$ cat src/hdl/sta_pkg.sv
// Shared types and constants for the scan-code to character FIFO unit.
// Used by the controller, the datapath and the top level; no dependencies.
package sta_pkg;

  localparam int DEF_FIFO_DEPTH = 64;

  localparam logic KIND_SCAN = 1'b0;
  localparam logic KIND_READ = 1'b1;

  typedef struct packed {
    logic load;
    logic exec;
    logic respond;
  } sta_cmd_t;

endpackage

$ cat src/hdl/scancode_to_ascii_fifo_unit.sv
// Top level of the scan-code to character FIFO unit.
// Instantiates sta_ctrl and sta_datapath; depends on sta_pkg.
//
// Usage: raise start with in_kind and in_scan_byte while busy is low; the
// item is taken at that edge. in_kind selects a scan-code byte (value 0, bit
// 7 marks a release) or a read of one buffered character. Each item gives
// exactly one result, shown on the out_ ports for one cycle while
// out_strobe is high, in the controller's result state. busy stays high
// from the cycle after acceptance through the result cycle,
// so a new item is taken only once the result cycle is over. The sequence
// is set by the controller: a load cycle, an execute cycle that updates the
// flags and the ring buffer and reads its memory port into a register, and
// a result cycle. The receiver cannot stall. cfg_we writes the snapshot
// make-code from cfg_wdata; raise it only while the unit is idle, which the
// block itself does not enforce. Synchronous reset empties the buffer,
// clears shift and caps lock, and sets the snapshot code to 0x3B; buffer
// memory contents are not cleared and need no clearing pass.
module scancode_to_ascii_fifo_unit
  import sta_pkg::*;
#(
  parameter int FIFO_DEPTH = DEF_FIFO_DEPTH
) (
  input  logic       clk,
  input  logic       rst_n,
  input  logic       start,
  output logic       busy,
  input  logic       in_kind,
  input  logic [7:0] in_scan_byte,
  input  logic       cfg_we,
  input  logic [6:0] cfg_wdata,
  output logic       out_strobe,
  output logic       out_char_valid,
  output logic [7:0] out_char_out,
  output logic       out_overwrote_oldest,
  output logic       out_snapshot_request,
  output logic [6:0] out_fill_count
);

  sta_cmd_t cmd;

  sta_ctrl u_ctrl (
    .clk   (clk),
    .rst_n (rst_n),
    .start (start),
    .busy  (busy),
    .cmd   (cmd)
  );

  sta_datapath #(
    .FIFO_DEPTH (FIFO_DEPTH)
  ) u_datapath (
    .clk                  (clk),
    .rst_n                (rst_n),
    .cmd                  (cmd),
    .in_kind              (in_kind),
    .in_scan_byte         (in_scan_byte),
    .cfg_we               (cfg_we),
    .cfg_wdata            (cfg_wdata),
    .out_char_valid       (out_char_valid),
    .out_char_out         (out_char_out),
    .out_overwrote_oldest (out_overwrote_oldest),
    .out_snapshot_request (out_snapshot_request),
    .out_fill_count       (out_fill_count)
  );

  assign out_strobe = cmd.respond;

endmodule

$ cat src/hdl/sta_ctrl.sv
// Controller state machine of the scan-code to character FIFO unit.
// Sequences load, execute and respond; depends on sta_pkg.
module sta_ctrl
  import sta_pkg::*;
(
  input  logic     clk,
  input  logic     rst_n,
  input  logic     start,
  output logic     busy,
  output sta_cmd_t cmd
);

  typedef enum logic [2:0] {
    S_IDLE = 3'b001,
    S_EXEC = 3'b010,
    S_RESP = 3'b100
  } state_t;

  state_t state_r;
  state_t state_nxt;

  always_comb begin
    state_nxt = state_r;
    case (state_r)
      S_IDLE: begin
        if (start) state_nxt = S_EXEC;
      end
      S_EXEC: state_nxt = S_RESP;
      S_RESP: state_nxt = S_IDLE;
      default: state_nxt = S_IDLE;
    endcase
  end

  always_ff @(posedge clk) begin
    if (!rst_n) begin
      state_r <= S_IDLE;
    end else begin
      state_r <= state_nxt;
    end
  end

  assign busy        = (state_r != S_IDLE);
  assign cmd.load    = (state_r == S_IDLE) && start;
  assign cmd.exec    = (state_r == S_EXEC);
  assign cmd.respond = (state_r == S_RESP);

`ifndef SYNTHESIS
  a_load_to_exec: assert property (@(posedge clk) disable iff (!rst_n)
    cmd.load |=> cmd.exec) else $error("exec did not follow load");
  a_exec_to_resp: assert property (@(posedge clk) disable iff (!rst_n)
    cmd.exec |=> cmd.respond) else $error("respond did not follow exec");
  a_resp_idle: assert property (@(posedge clk) disable iff (!rst_n)
    cmd.respond |=> !busy) else $error("controller did not return to idle");
`endif

endmodule

$ cat src/hdl/sta_datapath.sv
// Datapath of the scan-code to character FIFO unit: key flags, translation
// tables, character ring buffer with its pointers and the result registers.
// Depends on sta_pkg; driven by the commands of sta_ctrl.
module sta_datapath
  import sta_pkg::*;
#(
  parameter int FIFO_DEPTH = DEF_FIFO_DEPTH
) (
  input  logic       clk,
  input  logic       rst_n,
  input  sta_cmd_t   cmd,
  input  logic       in_kind,
  input  logic [7:0] in_scan_byte,
  input  logic       cfg_we,
  input  logic [6:0] cfg_wdata,
  output logic       out_char_valid,
  output logic [7:0] out_char_out,
  output logic       out_overwrote_oldest,
  output logic       out_snapshot_request,
  output logic [6:0] out_fill_count
);

  localparam int PTR_W = $clog2(FIFO_DEPTH);
  localparam int CNT_W = $clog2(FIFO_DEPTH + 1);

  localparam logic [7:0] SC_LSHIFT = 8'h2A;
  localparam logic [7:0] SC_RSHIFT = 8'h36;
  localparam logic [7:0] SC_CAPS   = 8'h3A;
  localparam logic [7:0] CH_ESC    = 8'h1B;

  function automatic logic [7:0] key_char(input logic [6:0] code);
    logic [7:0] c;
    case (code)
      7'h01: c = 8'h1B;  7'h02: c = 8'h31;  7'h03: c = 8'h32;  7'h04: c = 8'h33;
      7'h05: c = 8'h34;  7'h06: c = 8'h35;  7'h07: c = 8'h36;  7'h08: c = 8'h37;
      7'h09: c = 8'h38;  7'h0A: c = 8'h39;  7'h0B: c = 8'h30;  7'h0C: c = 8'h2D;
      7'h0D: c = 8'h3D;  7'h0E: c = 8'h08;  7'h0F: c = 8'h09;  7'h10: c = 8'h71;
      7'h11: c = 8'h77;  7'h12: c = 8'h65;  7'h13: c = 8'h72;  7'h14: c = 8'h74;
      7'h15: c = 8'h79;  7'h16: c = 8'h75;  7'h17: c = 8'h69;  7'h18: c = 8'h6F;
      7'h19: c = 8'h70;  7'h1A: c = 8'h5B;  7'h1B: c = 8'h5D;  7'h1C: c = 8'h0A;
      7'h1E: c = 8'h61;  7'h1F: c = 8'h73;  7'h20: c = 8'h64;  7'h21: c = 8'h66;
      7'h22: c = 8'h67;  7'h23: c = 8'h68;  7'h24: c = 8'h6A;  7'h25: c = 8'h6B;
      7'h26: c = 8'h6C;  7'h27: c = 8'h3B;  7'h28: c = 8'h27;  7'h29: c = 8'h60;
      7'h2B: c = 8'h5C;  7'h2C: c = 8'h7A;  7'h2D: c = 8'h78;  7'h2E: c = 8'h63;
      7'h2F: c = 8'h76;  7'h30: c = 8'h62;  7'h31: c = 8'h6E;  7'h32: c = 8'h6D;
      7'h33: c = 8'h2C;  7'h34: c = 8'h2E;  7'h35: c = 8'h2F;  7'h37: c = 8'h2A;
      7'h39: c = 8'h20;  7'h47: c = 8'h37;  7'h48: c = 8'h38;  7'h49: c = 8'h39;
      7'h4A: c = 8'h2D;  7'h4B: c = 8'h34;  7'h4C: c = 8'h35;  7'h4D: c = 8'h36;
      7'h4E: c = 8'h2B;  7'h4F: c = 8'h31;  7'h50: c = 8'h32;  7'h51: c = 8'h33;
      7'h52: c = 8'h30;  7'h53: c = 8'h2E;
      default: c = 8'h00;
    endcase
    return c;
  endfunction

  function automatic logic [7:0] shifted_sym(input logic [7:0] ch);
    logic [7:0] s;
    case (ch)
      8'h31: s = 8'h21;  8'h32: s = 8'h40;  8'h33: s = 8'h23;  8'h34: s = 8'h24;
      8'h35: s = 8'h25;  8'h36: s = 8'h5E;  8'h37: s = 8'h26;  8'h38: s = 8'h2A;
      8'h39: s = 8'h28;  8'h30: s = 8'h29;  8'h2D: s = 8'h5F;  8'h3D: s = 8'h2B;
      8'h5B: s = 8'h7B;  8'h5D: s = 8'h7D;  8'h5C: s = 8'h7C;  8'h3B: s = 8'h3A;
      8'h27: s = 8'h22;  8'h2C: s = 8'h3C;  8'h2E: s = 8'h3E;  8'h2F: s = 8'h3F;
      8'h60: s = 8'h7E;
      default: s = 8'h00;
    endcase
    return s;
  endfunction

  function automatic logic [PTR_W-1:0] next_slot(input logic [PTR_W-1:0] p);
    return (p == PTR_W'(FIFO_DEPTH - 1)) ? '0 : p + PTR_W'(1);
  endfunction

  logic [7:0]       char_store [FIFO_DEPTH];
  logic [7:0]       rd_data_r;
  logic             kind_r;
  logic [7:0]       byte_r;
  logic [6:0]       snap_code_r;
  logic [PTR_W-1:0] wr_ptr_r, wr_ptr_nxt;
  logic [PTR_W-1:0] rd_ptr_r, rd_ptr_nxt;
  logic [CNT_W-1:0] held_count_r, held_count_nxt;
  logic             shift_r, shift_nxt;
  logic             caps_r, caps_nxt;
  logic             valid_r, valid_nxt;
  logic             over_r, over_nxt;
  logic             snap_r, snap_nxt;
  logic             mem_we;
  logic             mem_re;
  logic [7:0]       base_char;
  logic [7:0]       sym_char;
  logic [7:0]       tr_char;

  always_comb begin
    base_char = key_char(byte_r[6:0]);
    sym_char  = shifted_sym(base_char);
    tr_char   = base_char;
    if (base_char inside {[8'h61:8'h7A]}) begin
      if (shift_r ^ caps_r) tr_char = base_char - 8'h20;
    end else if (shift_r && (sym_char != 8'h00)) begin
      tr_char = sym_char;
    end
    if (tr_char == CH_ESC) tr_char = 8'h00;
  end

  always_comb begin
    wr_ptr_nxt     = wr_ptr_r;
    rd_ptr_nxt     = rd_ptr_r;
    held_count_nxt = held_count_r;
    shift_nxt      = shift_r;
    caps_nxt       = caps_r;
    valid_nxt      = valid_r;
    over_nxt       = over_r;
    snap_nxt       = snap_r;
    mem_we         = 1'b0;
    mem_re         = 1'b0;
    if (cmd.exec) begin
      valid_nxt = 1'b0;
      over_nxt  = 1'b0;
      snap_nxt  = 1'b0;
      if (kind_r == KIND_READ) begin
        if (held_count_r != '0) begin
          mem_re         = 1'b1;
          valid_nxt      = 1'b1;
          rd_ptr_nxt     = next_slot(rd_ptr_r);
          held_count_nxt = held_count_r - CNT_W'(1);
        end
      end else if (byte_r[7]) begin
        if (({1'b0, byte_r[6:0]} == SC_LSHIFT) || ({1'b0, byte_r[6:0]} == SC_RSHIFT))
          shift_nxt = 1'b0;
      end else if (byte_r == {1'b0, snap_code_r}) begin
        snap_nxt = 1'b1;
      end else if (byte_r == SC_CAPS) begin
        caps_nxt = !caps_r;
      end else if ((byte_r == SC_LSHIFT) || (byte_r == SC_RSHIFT)) begin
        shift_nxt = 1'b1;
      end else if (tr_char != 8'h00) begin
        mem_we     = 1'b1;
        wr_ptr_nxt = next_slot(wr_ptr_r);
        if (held_count_r < CNT_W'(FIFO_DEPTH)) begin
          held_count_nxt = held_count_r + CNT_W'(1);
        end else begin
          rd_ptr_nxt = next_slot(rd_ptr_r);
          over_nxt   = 1'b1;
        end
      end
    end
  end

  always_ff @(posedge clk) begin
    if (mem_we) char_store[wr_ptr_r] <= tr_char;
    if (mem_re) rd_data_r <= char_store[rd_ptr_r];
  end

  always_ff @(posedge clk) begin
    if (cmd.load) begin
      kind_r <= in_kind;
      byte_r <= in_scan_byte;
    end
  end

  always_ff @(posedge clk) begin
    if (!rst_n) begin
      snap_code_r  <= 7'd59;
      wr_ptr_r     <= '0;
      rd_ptr_r     <= '0;
      held_count_r <= '0;
      shift_r      <= 1'b0;
      caps_r       <= 1'b0;
      valid_r      <= 1'b0;
      over_r       <= 1'b0;
      snap_r       <= 1'b0;
    end else begin
      if (cfg_we) snap_code_r <= cfg_wdata;
      wr_ptr_r     <= wr_ptr_nxt;
      rd_ptr_r     <= rd_ptr_nxt;
      held_count_r <= held_count_nxt;
      shift_r      <= shift_nxt;
      caps_r       <= caps_nxt;
      valid_r      <= valid_nxt;
      over_r       <= over_nxt;
      snap_r       <= snap_nxt;
    end
  end

  assign out_char_valid       = valid_r;
  assign out_char_out         = valid_r ? rd_data_r : 8'h00;
  assign out_overwrote_oldest = over_r;
  assign out_snapshot_request = snap_r;
  assign out_fill_count       = 7'(held_count_r);

`ifndef SYNTHESIS
  a_count_bound: assert property (@(posedge clk) disable iff (!rst_n)
    held_count_r <= CNT_W'(FIFO_DEPTH)) else $error("fill count above depth");
  a_over_full: assert property (@(posedge clk) disable iff (!rst_n)
    over_r |-> (held_count_r == CNT_W'(FIFO_DEPTH)) && (wr_ptr_r == rd_ptr_r))
    else $error("overwrite flagged while buffer not full");
  a_scan_no_char: assert property (@(posedge clk) disable iff (!rst_n)
    cmd.exec && (kind_r == KIND_SCAN) |=> !valid_r)
    else $error("character returned for a scan code item");
  a_read_pop: assert property (@(posedge clk) disable iff (!rst_n)
    cmd.exec && (kind_r == KIND_READ) && (held_count_r != '0)
    |=> valid_r && (held_count_r == $past(held_count_r) - CNT_W'(1)))
    else $error("read did not pop one character");
`endif

endmodule
$ cat config.mk
export PLATFORM = sky130hd
export DESIGN_NAME = scancode_to_ascii_fifo_unit
export DESIGN_NICKNAME = d
export VERILOG_FILES = /design/src/hdl/sta_pkg.sv /design/src/hdl/scancode_to_ascii_fifo_unit.sv /design/src/hdl/sta_ctrl.sv /design/src/hdl/sta_datapath.sv
export SDC_FILE = /design/constraint.sdc
export NUM_CORES = 1
export LEC_CHECK = 0
export BUFFER_PORTS_ARGS = -buffer_cell sky130_fd_sc_hd__clkbuf_2
export CORE_UTILIZATION = 45
export CTS_CLUSTER_SIZE = 25
export DETAILED_ROUTE_END_ITERATION = 10
export PLACE_DENSITY = 0.62
export SYNTH_ARGS = -nofsm -noshare
export SYNTH_HDL_FRONTEND = slang
export SYNTH_SLANG_ARGS = --single-unit
$ cat constraint.sdc
create_clock -name clk -period 5.9 [get_ports clk]
set_clock_uncertainty 0.1 [all_clocks]
set_input_delay 0.295 -clock clk [delete_from_list [all_inputs] [get_ports clk]]
set_output_delay 0.295 -clock clk [all_outputs]
set_load 0.005 [all_outputs]
# Word level (Yosys, flattened, before mapping)
# Memory sizes are Yosys's and may differ from the RTL's. A register that Yosys moved wholly into a read port is not among the register bits.
# Cells that the tools add are included.
[word_totals]
register_bits = 43
mem_bits_rw = 512
rom_bits = 896
inputBits = 20
word_cells = 143
mem_count = 2
[memory_table]
columns = ["name", "depth", "word_bits", "read_ports", "rd_clocked_by_memory_dff", "write_ports", "line", "source"]
rows = [
  ["(no name shown)", 128, 7, 1, 1, 0, "sta_datapath.sv:33", "case (code)"],
  ["u_datapath.char_store", 64, 8, 1, 1, 1, "sta_datapath.sv:74", "logic [7:0] char_store [FIFO_DEPTH];"],
]
[op_classes]
add_sub_neg = 5
order_cmp = 3
n_eq_ne = 44
muxes = 54
bitwise = 6
n_reduce_logical = 17
[ops]
columns = ["operator", "n"]
rows = [
  ["$eq 8x6->1 const B", 20],
  ["$pmux 7 s21", 1],
  ["$mux 7", 9],
  ["$mux 6", 10],
  ["$mux 8", 5],
  ["$eq 8x7->1 const B", 4],
  ["$mux 1", 27],
  ["$reduce_and 8->1", 2],
  ["$reduce_bool 8->1", 2],
  ["$eq 7x6->1 const B", 2],
  ["$ne 2x1->1 const B", 7],
  ["$add 6x1->6 const B", 2],
  ["$eq 6x6->1 const B", 2],
  ["$eq 8x5->1 const B", 1],
  ["$eq 8x7->1", 1],
  ["$ge 8x7->1 const B", 1],
  ["$le 8x7->1 const B", 1],
  ["$sub 8x6->8 const B", 1],
  ["$add 7x1->7 const B", 1],
  ["$lt 7x7->1 const B", 1],
  ["$reduce_and 7->1", 1],
  ["$reduce_bool 7->1", 1],
  ["$sub 7x1->7 const B", 1],
  ["$ne 2x2->1 const B", 3],
  ["14 further kinds", 23],
]

# Longest topological paths before layout
[logic_depth]
word_depth = 18
depth_mapped = 12
depth_no_buf = 10

# Cells and area by module
# A second synthesis with hierarchy kept.
[hier_totals]
hier_cells = 1339
hier_area_um2 = 24089.4
[by_module_without_submodules]
columns = ["mod", "instances", "cells_per_inst", "area_each_um2", "seq_area_each_um2"]
rows = [
  ["sta_datapath", 1, 1324, 23941.7, 16646.0],
  ["sta_ctrl", 1, 15, 147.6, 60.1],
]

# Least setup slack after synthesis
# No wires, ideal clock.
[synth_path]
path_kind = "reg2reg"
startpoint = "register u_datapath.base_char[1] (netlist name)"
endpoint = "memory u_datapath.char_store[0][3], data pin"
arrival_ns = 4.658
path_slack_ns = 0.594
path_stages_with_launch = 8
n_path_buf = 1
cell_sequence = "dfxtp_1 clkbuf_1 a21oi_1 o221ai_4 nor2_1 or3_1 a2111oi_0 a21oi_1"
[synth_between]
elab_chain_cells = 8
elab_cells_between_ends = 33
classes_between = "add/sub (1); order compare (2); eq/ne (22); mux (5); reduce/logical (3)"
[synth_lines]
columns = ["element", "line", "source"]
rows = [
  ["$eq 8x7->1 or $eq 8x6->1 (tied branches)", "sta_datapath.sv:58", "case (ch)"],
  ["$pmux 7 s21", "sta_datapath.sv:58", ""],
  ["$reduce_bool 8->1", "sta_datapath.sv:99", "end else if (shift_r && (sym_char != 8'h00)) begin"],
  ["$logic_and 1x1->1", "sta_datapath.sv:99", ""],
  ["$mux 8", "sta_datapath.sv:99", ""],
  ["$mux 8 (*)", "sta_datapath.sv:97", "if (base_char inside {[8'h61:8'h7A]}) begin"],
  ["$eq 8x5->1", "sta_datapath.sv:102", "if (tr_char == CH_ESC) tr_char = 8'h00;"],
  ["$mux 8 (*)", "sta_datapath.sv:102", ""],
  ["via u_datapath.tr_char[3]", "sta_datapath.sv:91", "logic [7:0] tr_char;"],
  ["end: declaration", "sta_datapath.sv:74", ""],
]
# The timed path passes the listed nets; every way through them passes the cells marked *.

# Worst setup path in the final report
[layout_path]
startpoint = "register u_datapath.base_char[2] (netlist name)"
endpoint = "memory u_datapath.char_store[47][1], data pin"
[layout_between]
elab_chain_cells = 8
elab_cells_between_ends = 33
classes_between = "add/sub (1); order compare (2); eq/ne (22); mux (5); reduce/logical (3)"
[layout_lines]
columns = ["element", "line"]
rows = [
  ["$eq 8x7->1 or $eq 8x6->1 (tied branches)", "sta_datapath.sv:58"],
  ["$pmux 7 s21", "sta_datapath.sv:58"],
  ["$reduce_bool 8->1", "sta_datapath.sv:99"],
  ["$logic_and 1x1->1", "sta_datapath.sv:99"],
  ["$mux 8", "sta_datapath.sv:99"],
  ["$mux 8 (*)", "sta_datapath.sv:97"],
  ["$eq 8x5->1", "sta_datapath.sv:102"],
  ["$mux 8 (*)", "sta_datapath.sv:102"],
  ["via u_datapath.tr_char[1]", "sta_datapath.sv:91"],
]
# Marked as above.

==> flow_summary.toml <==
[hold_path]
hold-path-cell-count = 3
hold_path_class = "in2reg"

[power]
pwr-share-clk_pct = 40.3
report.power.total_mw = 8.718
worst_ir_drop_vdd_mv = 0.2222
intPower_mw = 6.758
netSwitchingPower_mw = 1.960
p_seq_share_pct = 53.1
share_of_total_power_in_combinational_logic_pct = 6.6
power.density_nw_per_um2 = 319.9
power.switching_fraction_pct = 22.48
power.leakage_nw = 8.553

[setup_path]
critPathTopFamily = "compound AO/OA/AOI/OAI gates"
critPathLaunchType = "flop"
cells_on_worst_reg2reg_path = 8
worst_path_largest_cell_delay_ps = 1020
cp_slowest_cell = "a2111oi_2"
cp.required_ps = 6090
path_buf_inv = 1
setup.worst_path.class = "reg2reg"
cp_num_cells = 8
cp-end-kind = "flop"
crit_arrival_ps = 4810
path_cells = "nand2_1 -> nor3_1 -> a21oi_1 -> a41o_1 -> o32a_1 -> a2111oi_2 -> nor2_4 -> buf_4"
critical_path_peak_fanout = 38

[place]
routabilityCongestion = 0.8337
port_buffers = 39
dp.final_hpwl_mm = 34.60
number_of_placed_instances_taps_included = 2026

[sta]
final-setup-viol-count = 0
number_of_pins_with_negative_max_slew_slack_in_the_final_report = 0
timing.setup.tns_ps = 0
layout_worst_path_cycle_share_pct = 78.27
worst_hold_margin_ps = 36.68
finalCriticalPeriod_ps = 4618
worst_tran_pin_value_ps = 1230
slew_headroom_pct = 17.37
hold_viol_final = 0
setup_repair_after_global_routing_missed_its_margin = "no"
fmaxAchievable_mhz = 216.5

[routing]
viasPerCell = 6.048
via_count = 13020
ant_nets = 0
drt_first_pass_iters = 5
drc_errors = 0
routed_wl_mm = 55.87
routed_wire_length_per_instance_um = 25.96
starting_drt_drc_count = 1411

[die]
design.core.area_um2 = 52660
die_h_um = 233.0
die_x_um = 233.0
start_util_pct = 45.61
fp-row-count = 84
fp.dieArea_um2 = 54290
i_o_pin_count = 40

[logic_synthesis]
synth_simple_gate_area_share_pct = 6.039
synth_enable_flop_cells = 529
synth_async_sr_flop_share_pct = 0
synth_nets = 1384
ys_types = 69
ys_top_cells_by_area = "edfxtp_1 (66%), mux4_2 (16%), dfxtp_1 (3.4%)"
post_synth.cell_area_avg_um2 = 17.87
flop_and_latch_count_out_of_synthesis = 570
synth_adder_area_share_pct = 1.073
syn_inst = 1344
synthesized_cell_area_um2 = 24010
synth-seq-area-share_pct = 69.57
synthXorXnorAreaFrac_pct = 0.5835
synth_top_cell_by_area = "edfxtp_1"
yosys.cell_count.top_type = "edfxtp_1"
synth_top_flop_cell = "edfxtp_1"
synth.area.mux_share_pct = 16.91
compound_gate_fraction_of_synth_area_pct = 3.996
synth_top_family_by_area = "multiplexers"
ys_warn_count = 0
fraction_of_post_synthesis_cell_area_in_the_top_cell_type_by_area_pct = 66.15
synth_common_cells = "edfxtp_1 (529), mux4_2 (168), nor2_1 (83), clkbuf_1 (61), nand2_1 (57)"

[layout]
filler_cell_count = 4125
num-nets-final = 1458
insertedDiodeCount = 0
finalNonFillerCells = 2152
share_of_layout_cells_above_drive_strength_1_pct = 25.61
area_growth_pct = 13.47
multiInputGateArea_um2 = 7018
seq_area_um2 = 16710

[clocking]
clk_root_buffer_cell = "clkbuf_16"
clk_path_buf_depth = 3
clk-insertion-delay-late_ps = 610
post-cts-setup-buffers = 0
tritoncts.num_buffers = 55
clock_transition_time_at_the_flip_flop_clock_pins_of_the_worst_setup_and_hold_paths_ps = 60
clock_tree.htree_level_count = 2
clock_sink_count = 570
tritoncts = "built"

[grt]
via_count_of_the_first_global_routing_pass = 13000
wire_length_of_the_first_global_routing_pass_mm = 84.94
grt_overflow = 0
gr-usage-all-layers_pct = 21.39
grt_start_max_net_pins = 74
initial_antenna_violation_count = 1

[flow_run]
max_cap_violations = 0

[status]
status = "completed"
==> worst paths after layout <==
| path | from | to | slack [ps] |
|---|---|---|---|
| worst min register to register | u_datapath.out_overwrote_oldest$_SDFFE_PN0N_ | u_datapath.out_overwrote_oldest$_SDFFE_PN0N_ | 400 |
| worst max-delay path | u_datapath.base_char[2]$_DFF_P_ | u_datapath.char_store[47][1]$_DFFE_PP_ | 1280 |
| worst max register to register | u_datapath.base_char[2]$_DFF_P_ | u_datapath.char_store[47][1]$_DFFE_PP_ | 1280 |
| worst min-delay path | cfg_we | u_datapath.snap_code_r[6]$_SDFFE_PN0P_ | 40 |
==> worst min-delay path, cell delays in order <==
cell and delay (ps):
clkbuf_2 230, mux2i_1 110, nor2_1 70
==> layout by cell type, fill, tap and decap left out, types with 9 or more instances in the layout <==
cell type      instances
or3_1                 12
clkbuf_2              39
nor2_1                79
clkinv_1              10
nand2b_1              13
dlygate4sd3_1         23
o21ai_0               26
nand2_1               57
clkbuf_1              13
o22ai_1               13
edfxtp_1             529
dfxtp_1               38
nor3_1                12
nor4_2                 9
nor4_1                26
clkbuf_16             58
ha_1                  19
a21oi_1               45
mux2i_1               20
inv_1                 19
a31oi_1               10
buf_4                 42
clkinv_2              14
nand3_1               19
mux4_2               168
and2_1                14
==> layer usage <==
metal	vias to the layer above	wire (um)	global-route usage [%]
li1	5634	-	-
met1	6798	24380	31.18
met2	495	26540	33.18
met3	87	3693	3.456
met4	2	1237	6.291
met5	-	13	0
==> repair_timing <==
item | CTS | global route
gates resized for setup | 0 | 0
endpoints found under the setup margin | 0 | 0
endpoints found under the hold margin | 17 | 0
hold buffers | 23 | 0
==> power by group through the flow <==
stage	combinational [mW]	clock (mW)	sequential, mW
floorplan	0.369	0	4.68
global placement	0.556	0	4.71
detailed placement	0.567	0	4.71
CTS	0.580	3.57	4.62
global route	0.630	3.71	4.63
finish	0.578	3.51	4.63
==> logic make-up (layout without fill, tap and decap cells) <==
logic type               after synthesis  count (layout)
flip-flops                           570             570
AND/OR/NAND/NOR                      285             285
multiplexers                         195             195
AO/OA/AOI/OAI                        149             149
buffers and inverters                109             229
adder cells (fa/ha/maj)               20              20
XOR/XNOR                              16              16
==> per-stage QoR <==
stage	worst slack [ps]	util, %	area, um^2
floorplan	593.8	-	24010
global placement	1422	47.89	25210
CTS	1305	51.74	27240
detailed placement	1308	47.89	25210
global route	938.1	51.75	27250
finish	1282	51.75	27250
==> cell type report <==
cell class                 instances  area share [%]
clock inverter                    31           1.047
tap                              688           3.159
timing repair buffer             106           2.865
clock buffer                      72           5.556
multi-input combinational        665           25.76
inverter                          20          0.2755
sequential                       570           61.34
==> state kept, by name (all words and copies together), names as in the netlist <==
| register | count |
|---|---|
| u_datapath.out_char_valid | 1 |
| u_datapath.shift_r | 1 |
| u_datapath.rd_ptr_r | 6 |
| u_datapath.kind_r | 1 |
| u_datapath.wr_ptr_r | 6 |
| u_datapath.out_fill_count | 7 |
| u_datapath.out_snapshot_request | 1 |
| u_datapath.base_char | 7 |
| u_datapath.char_store | 512 |
| u_datapath.byte_r | 8 |
| u_datapath.out_overwrote_oldest | 1 |
| u_datapath.rd_data_r | 8 |
| u_ctrl.state_r | 3 |
| u_datapath.snap_code_r | 7 |
| u_datapath.caps_r | 1 |
Power figures use the tool's default switching activity.
